### src/hw/rtl/sm3_pkg.sv
// ----------------------------------------------------------------------------
// SM3 package
// Shared constants, types and round functions of the SM3 hash engine.
// ----------------------------------------------------------------------------
package sm3_pkg;

  localparam int unsigned WordWidth = 32;
  localparam int unsigned LenWidth  = 61;

  typedef logic [WordWidth-1:0] word_t;

  localparam logic [1:0] KindByte   = 2'd0;
  localparam logic [1:0] KindLast   = 2'd1;
  localparam logic [1:0] KindFinish = 2'd2;

  // Payload of one input word and of one digest word.
  typedef struct packed {
    logic [1:0] kind;
    logic [7:0] byte_value;
  } in_word_t;

  typedef struct packed {
    word_t digest_word;
    logic  word_last;
  } out_word_t;

  localparam word_t IvWord [8] = '{
    32'h7380166F, 32'h4914B2B9, 32'h172442D7, 32'hDA8A0600,
    32'hA96F30BC, 32'h163138AA, 32'hE38DEE4D, 32'hB0FB0E4E
  };
  localparam word_t TjLow  = 32'h79CC4519;
  localparam word_t TjHigh = 32'h7A879D8A;
  localparam logic [7:0] PadMarker = 8'h80;
  localparam logic [5:0] LenPos    = 6'd56;

  function automatic word_t rotl(input word_t x, input logic [4:0] n);
    logic [63:0] d;
    d = {x, x} << n;
    return d[63:32];
  endfunction

  function automatic word_t perm0(input word_t x);
    return x ^ rotl(x, 5'd9) ^ rotl(x, 5'd17);
  endfunction

  function automatic word_t perm1(input word_t x);
    return x ^ rotl(x, 5'd15) ^ rotl(x, 5'd23);
  endfunction

  // Command from the byte packer to the compression core.
  typedef struct packed {
    logic start;
    logic reset_chain;
  } comp_cmd_t;

endpackage

### src/hw/rtl/sm3_compress.sv
// ----------------------------------------------------------------------------
// SM3 compression core
// One round per cycle. The 16 loaded message words sit in a small memory and
// are copied into a shift window before the rounds; the window then expands the
// schedule in place. The chain value is kept in registers.
// ----------------------------------------------------------------------------
module sm3_round_core (
  input  logic              clk,
  input  logic              rst,
  input  sm3_pkg::comp_cmd_t cmd,
  // Load port: 16 words fed from the packer during the load phase.
  input  logic              ld_valid,
  input  logic [3:0]        ld_addr,
  input  sm3_pkg::word_t    ld_data,
  output logic              busy,
  output logic              done,
  input  logic [2:0]        cv_sel,
  output sm3_pkg::word_t    cv_word
);
  import sm3_pkg::*;

  typedef enum logic [1:0] {S_IDLE, S_PRIME, S_ROUND} state_t;
  state_t state;

  // Loaded message words, w[j] at entry j.
  word_t wmem [16];
  word_t cv [8];
  word_t a, b, c, d, e, f, g, h;
  logic [6:0] rnd;
  // Window kept in registers for the expansion taps.
  word_t win [16];

  word_t tj, a12, ss1, ss2, ff, gg, tt1, tt2, wj, wj4, wnew;
  logic hi;

  always_comb begin
    hi   = rnd[5:0] >= 6'd16;
    tj   = hi ? TjHigh : TjLow;
    wj   = win[0];
    wj4  = win[4];
    a12  = rotl(a, 5'd12);
    ss1  = rotl(a12 + e + rotl(tj, rnd[4:0]), 5'd7);
    ss2  = ss1 ^ a12;
    ff   = hi ? ((a & b) | (a & c) | (b & c)) : (a ^ b ^ c);
    gg   = hi ? ((e & f) | (~e & g)) : (e ^ f ^ g);
    tt1  = ff + d + ss2 + (wj ^ wj4);
    tt2  = gg + h + ss1 + wj;
    wnew = perm1(win[0] ^ win[7] ^ rotl(win[13], 5'd15)) ^ rotl(win[3], 5'd7) ^ win[10];
  end

  always_ff @(posedge clk) begin
    if (ld_valid) wmem[ld_addr] <= ld_data;
  end

  assign busy    = state != S_IDLE;
  assign cv_word = cv[cv_sel];

  always_ff @(posedge clk) begin
    if (rst) begin
      state <= S_IDLE;
      done  <= 1'b0;
      rnd   <= '0;
      for (int i = 0; i < 8; i++) cv[i] <= IvWord[i];
    end else begin
      done <= (state == S_ROUND) && (rnd == 7'd63);
      unique case (state)
        S_IDLE: begin
          if (cmd.reset_chain) begin
            for (int i = 0; i < 8; i++) cv[i] <= IvWord[i];
          end
          if (cmd.start) begin
            state <= S_PRIME;
            rnd   <= '0;
          end
        end
        S_PRIME: begin
          // Copy the loaded window out of memory, one read per cycle.
          win[15] <= wmem[rnd[3:0]];
          for (int i = 0; i < 15; i++) win[i] <= win[i+1];
          if (rnd == 7'd15) begin
            state <= S_ROUND;
            rnd   <= '0;
            {a, b, c, d, e, f, g, h} <= {cv[0], cv[1], cv[2], cv[3],
                                         cv[4], cv[5], cv[6], cv[7]};
          end else begin
            rnd <= rnd + 7'd1;
          end
        end
        S_ROUND: begin
          d <= c; c <= rotl(b, 5'd9); b <= a; a <= tt1;
          h <= g; g <= rotl(f, 5'd19); f <= e; e <= perm0(tt2);
          for (int i = 0; i < 15; i++) win[i] <= win[i+1];
          win[15] <= wnew;
          if (rnd == 7'd63) begin
            state <= S_IDLE;
            rnd   <= '0;
            cv[0] <= cv[0] ^ tt1;      cv[1] <= cv[1] ^ a;
            cv[2] <= cv[2] ^ rotl(b, 5'd9); cv[3] <= cv[3] ^ c;
            cv[4] <= cv[4] ^ perm0(tt2); cv[5] <= cv[5] ^ e;
            cv[6] <= cv[6] ^ rotl(f, 5'd19); cv[7] <= cv[7] ^ g;
          end else begin
            rnd <= rnd + 7'd1;
          end
        end
        default: state <= S_IDLE;
      endcase
    end
  end
endmodule

### config.mk
export PLATFORM = sky130hd
export DESIGN_NAME = sm3_round_core
export DESIGN_NICKNAME = d
export VERILOG_FILES = /design/src/hw/rtl/sm3_pkg.sv /design/src/hw/rtl/sm3_compress.sv
export SDC_FILE = /design/constraint.sdc
export NUM_CORES = 2
export LEC_CHECK = 0
export BUFFER_PORTS_ARGS = -buffer_cell sky130_fd_sc_hd__buf_4
export CAP_MARGIN = 0
export CORE_MARGIN = 5
export CORE_UTILIZATION = 55
export CTS_BUF_LIST = sky130_fd_sc_hd__clkbuf_16
export DETAILED_ROUTE_END_ITERATION = 10
export GPL_TIMING_DRIVEN = 1
export PLACE_DENSITY = 0.73
export SYNTH_ARGS = -nofsm -noshare
export SYNTH_HDL_FRONTEND = slang
export SYNTH_SLANG_ARGS = --single-unit
### constraint.sdc
create_clock -name clk -period 37.7 [get_ports clk]
set_input_delay 1.885 -clock clk [delete_from_list [all_inputs] [get_ports clk]]
set_output_delay 1.885 -clock clk [all_outputs]
set_load 0.1 [all_outputs]
; Word level (Yosys, flattened, before mapping)
; Memory sizes are Yosys's and may differ from the RTL's. A register that Yosys moved wholly into a read port is not among the register bits.
; Index checks and enable logic that the tools add are counted.
[classes]
addsub = 9
order_cmp = 1
n_eq_ne = 7
shift = 1
n_mux = 79
bitwise_logic = 64
reduce_logical = 8
[op_table]
columns = operator, n
row1 = 32-bit two-way mux, 42
row2 = 32-bit XOR, 22
row3 = 32-bit case mux with 2 select lines, 8
row4 = 32-bit adder, 8
row5 = 32-bit bitwise AND, 5
row6 = 32-bit OR, 3
row7 = 63-bit by 5-bit << shifter with 64-bit output, 1
row8 = 32-bit NOT, 1
row9 = 1-bit OR, 32
row10 = 26-bit two-way mux, 1
row11 = 7-bit two-way mux, 3
row12 = 7-bit case mux with 3 select lines, 1
row13 = 1-bit two-way mux, 18
row14 = 4-bit two-way mux, 2
row15 = 7-bit by 1-bit adder with 7-bit output (second input constant), 1
row16 = 7-bit by 4-bit equality test with 1-bit output (second input constant), 1
row17 = 7-bit by 6-bit equality test with 1-bit output (second input constant), 1
row18 = 6-bit by 5-bit >= comparator with 1-bit output (second input constant), 1
row19 = 2-bit two-way mux, 3
row20 = 2-bit case mux with 3 select lines, 1
row21 = 3-bit AND reduction, 2
row22 = 2-bit != test (second input constant), 2
row23 = 2-bit nonzero test, 2
row24 = 3-bit nonzero test, 1
row25 = other kinds (7), 7
[word_totals]
register_bits = 266
ram_bits = 1280
in_bits = 44
output_inout_bits = 34
elab_cells = 183
mem_count = 3
[memory_table]
columns = memory, depth, width, rd, rd_clocked_by_memory_dff, wr, line_no
row1 = win, 16, 32, 16, 0, 16, sm3_compress.sv:31  ; word_t win [16];
row2 = wmem, 16, 32, 1, 1, 1, sm3_compress.sv:26  ; word_t wmem [16];
row3 = cv, 8, 32, 9, 0, 8, sm3_compress.sv:27  ; word_t cv [8];

; Depth between registers and ports, before layout
[logic_depth]
word_depth = 11
mapped_depth = 43

; Worst setup path after synthesis
; OpenSTA, ideal clock, no wires.
[synth_timing]
kind = input to register
startpoint = input rst
endpoint = memory win[0][0] in the netlist's numbering, enable pin
arrival_ns = 23.300
slack_ns = 13.003
cell_stages = 2
n_path_buf = 1
cell_sequence = clkbuf_1 -> nor2_1
[synth_rtl]
columns = item, line_no
row1 = from (decl), sm3_compress.sv:9  ; input logic rst,
row2 = to (decl), sm3_compress.sv:31

; Worst setup path after layout
[layout_timing]
startpoint = register rnd[5]
endpoint = register a[23] (data pin)
[layout_between]
elab_chain_cells = 8
word_cells_on_any_way = 10
cone_classes = 4 x add/sub / 1 x order compare / 1 x shift / 3 x mux / 1 x bitwise
[layout_lines]
columns = item, line_no
row1 = from (decl), sm3_compress.sv:29  ; logic [6:0] rnd;
row2 = from (signal assigned), sm3_compress.sv:86  ; rnd <= rnd + 7'd1;
row3 = from (signal assigned), sm3_compress.sv:102  ; rnd <= rnd + 7'd1;
row4 = 6-bit by 5-bit >= comparator with 1-bit output (*), sm3_compress.sv:37  ; hi = rnd[5:0] >= 6'd16;
row5 = 26-bit two-way mux, sm3_compress.sv:38  ; tj = hi ? TjHigh : TjLow;
row6 = 63-bit by 5-bit << shifter with 64-bit output, sm3_pkg.sv:38  ; d = {x, x} << n;
row7 = 32-bit adder, sm3_compress.sv:42  ; ss1 = rotl(a12 + e + rotl(tj, rnd[4:0]), 5'd7);
row8 = 32-bit XOR, sm3_compress.sv:43  ; ss2 = ss1 ^ a12;
row9 = 32-bit adder (*) (2 in series), sm3_compress.sv:46  ; tt1 = ff + d + ss2 + (wj ^ wj4);
row10 = 32-bit case mux with 2 select lines (*), sm3_compress.sv:66  ; unique case (state)
row11 = to (signal assigned), sm3_compress.sv:83  ; {a, b, c, d, e, f, g, h} <= {cv[0], cv[1], cv[2], cv[3],
row12 = to (decl), sm3_compress.sv:28  ; word_t a, b, c, d, e, f, g, h;
; Every way passes the cells marked *; elsewhere a longest branch is shown, timed or not.
; A chain may end at the register's enable or synchronous reset.

==> metrics.yaml <==
fmax_mhz: 89.9
syn_nets: 5194
drc: 0
grt_usage: 0.284
slew_violations: 0
cp.required_ns: 38.24
syn_area_mm2: 0.0745
ys.flop_type: "edfxtp_1"
grt_pass1_wl_um: 291000
die-area_mm2: 0.143
syn_inst: 4860
cts_setup_buffers: 0
routed_wirelength_um: 202000
finalCritPeriodShare: 0.295
ioPinCount: 78
cts_sinks: 1550
gp_congestion: 1.03
skew_ns: 0.0640
ys_ff_latch: 1550
clk_pin_slew_ns: 0.06
final-seq-area_mm2: 0.0461
portBuffers: 77
cts_buffer_depth: 3
cts-resized-gates: 0
avgSynthCellArea_um2: 15.3
dr.pass1.iters: 6
synth_area_leader_cell: "edfxtp_1"
wl_per_cell_um: 29.3
clockRootBuffer: "clkbuf_16"
synthTopCellsByArea: "edfxtp_1, mux4_2, xnor2_1, fa_1, mux2_2"
initial_core_util: 0.552
synth_edf_count: 1504
via_count: 42300
grt_max_degree: 207
crit_top_cell: "fa_1"
grt_pass1_vias: 41200
hpwl_um: 139000
antenna_found_initial: 10
die_h_um: 378
cap_viol_max_count: 0
hold_class: "reg -> reg"
coreArea_mm2: 0.135
num-fill-cells: 9901
rsz0062_at_grt: "no"
tns_ns: 0
setup_viol: 0
cp-start-kind: "register"
worst-path-max-fanout: 87
period_needed_ns: 11.13
cts_inserted_buffers: 157
status: "completed"
async_reset_ff_frac: 0
crit_arrival_ns: 11.66
yosysTopAreaCellShare: 0.606
maxSlewHeadroom: 0.0766
multi_input_area_mm2: 0.0270
final_cell_mix: "edfxtp_1, xnor2_1, mux2_2"
ff2ff_path_depth: 36
antenna_left: 0
critPathKind: "reg -> reg"
cp-end-kind: "register"
worst_pin_slew_ns: 1.37
clock_latency_ns: 0.80
hold_violations: 0
rows: 135
drt_iter0_markers: 5447
tritoncts: "yes"
layout-drive-gt1-share: 0.185
hold_buffers: 0
area_delta_synth_final_pct: 10.7
grt-ovfl-total: 0
via_per_inst: 6.14
final_common_cell: "edfxtp_1"
die_w_um: 378
yosysWarnings: 0
slowest_delay_ns: 0.60
yosysUniqueCellTypes: 92
critPathSlowestCell: "fa_1"
nNetsFinal: 5303
whs_path_depth: 0
htree_levels: 4
ys_seq_area_frac: 0.618
sequential cells by signal, indices dropped and copies added (netlist names), 32 cells and up, named ones only:
| signal | cells |
|---|---|
| a | 32 |
| e | 32 |
| b | 32 |
| win | 512 |
| c | 32 |
| h | 32 |
| g | 32 |
| d | 32 |
| wmem | 512 |
| cv | 256 |
| f | 32 |
worst paths after layout:
kind / from / end / slack, ns
min: win[1][55]$_DFFE_PP_ / win[1][23]$_DFFE_PP_ / 0.39
min reg2reg: win[1][55]$_DFFE_PP_ / win[1][23]$_DFFE_PP_ / 0.39
max: rnd[5]$_SDFFE_PP0P_ / a[23]$_DFFE_PP_ / 26.57
max reg2reg: rnd[5]$_SDFFE_PP0P_ / a[23]$_DFFE_PP_ / 26.57
critical path, delay by kind of cell, from the launching register on:
family,cells,cell delay (ns)
AOI/OAI and AO/OA,13,3.39
adders and majority gates,7,2.79
and+or+nand+nor,7,1.50
buffers and inverters,5,1.41
xor gates and xnor gates,2,0.72
muxes,2,0.56
DFF,1,0.37
cell type report:
cell class,instances,share of cell area
well taps,1781,0.0270
flip-flops and latches,1550,0.559
inverters,244,0.0112
clock buffers,158,0.0479
clock inverters,132,0.0154
multi-input cells,2882,0.327
diodes,6,0.000182
repair buffers,134,0.0125
synthesized netlist by cell type, drive strengths merged, types with 36 or more instances:
library cell / n
edfxtp: 1504
xnor2: 510
mux2: 288
nand2: 282
nor2: 279
inv: 243
mux4: 224
fa: 188
o21ai: 177
a21oi: 165
clkbuf: 147
xor2: 118
ha: 102
nor3: 64
mux2i: 56
nand3: 55
dfxtp: 46
buf: 37
a21o: 36
cell families after synthesis:
| logic type | count (synthesis) | share of synthesized area |
|---|---|---|
| mux | 568 | 0.119 |
| fa+ha+maj | 291 | 0.0677 |
| xor+xnor | 638 | 0.0775 |
| simple gates | 824 | 0.0492 |
| buf+inv | 428 | 0.0218 |
| flops | 1550 | 0.618 |
| compound gates | 561 | 0.0468 |
per-stage QoR:
stage / cells / setup slack, ns / utilization / hold slack [ns] / area (um2)
2_1_floorplan: 4860 / 13.00 / - / 0.400 / 74500
3_3_place_gp: 6591 / 27.01 / 0.572 / 0.400 / 77300
3_5_place_dp: 6591 / 26.97 / 0.572 / 0.405 / 77300
4_1_cts: 6881 / 26.89 / 0.611 / 0.383 / 82500
5_1_grt: 6885 / 26.07 / 0.611 / 0.393 / 82500
6_report: 6887 / 26.57 / 0.611 / 0.391 / 82500
per-layer routing:
metal / up-vias / track usage / share of wire
met5: - / 0 / 0.00011
met4: 4 / 0.134 / 0.056
met3: 408 / 0.0486 / 0.077
met2: 1958 / 0.448 / 0.47
met1: 21700 / 0.390 / 0.40
li1: 18200 / - / -
Power is left out: the tool's default activity adds up to more than one toggle a clock period on the data nets, which glitch-free logic cannot reach.
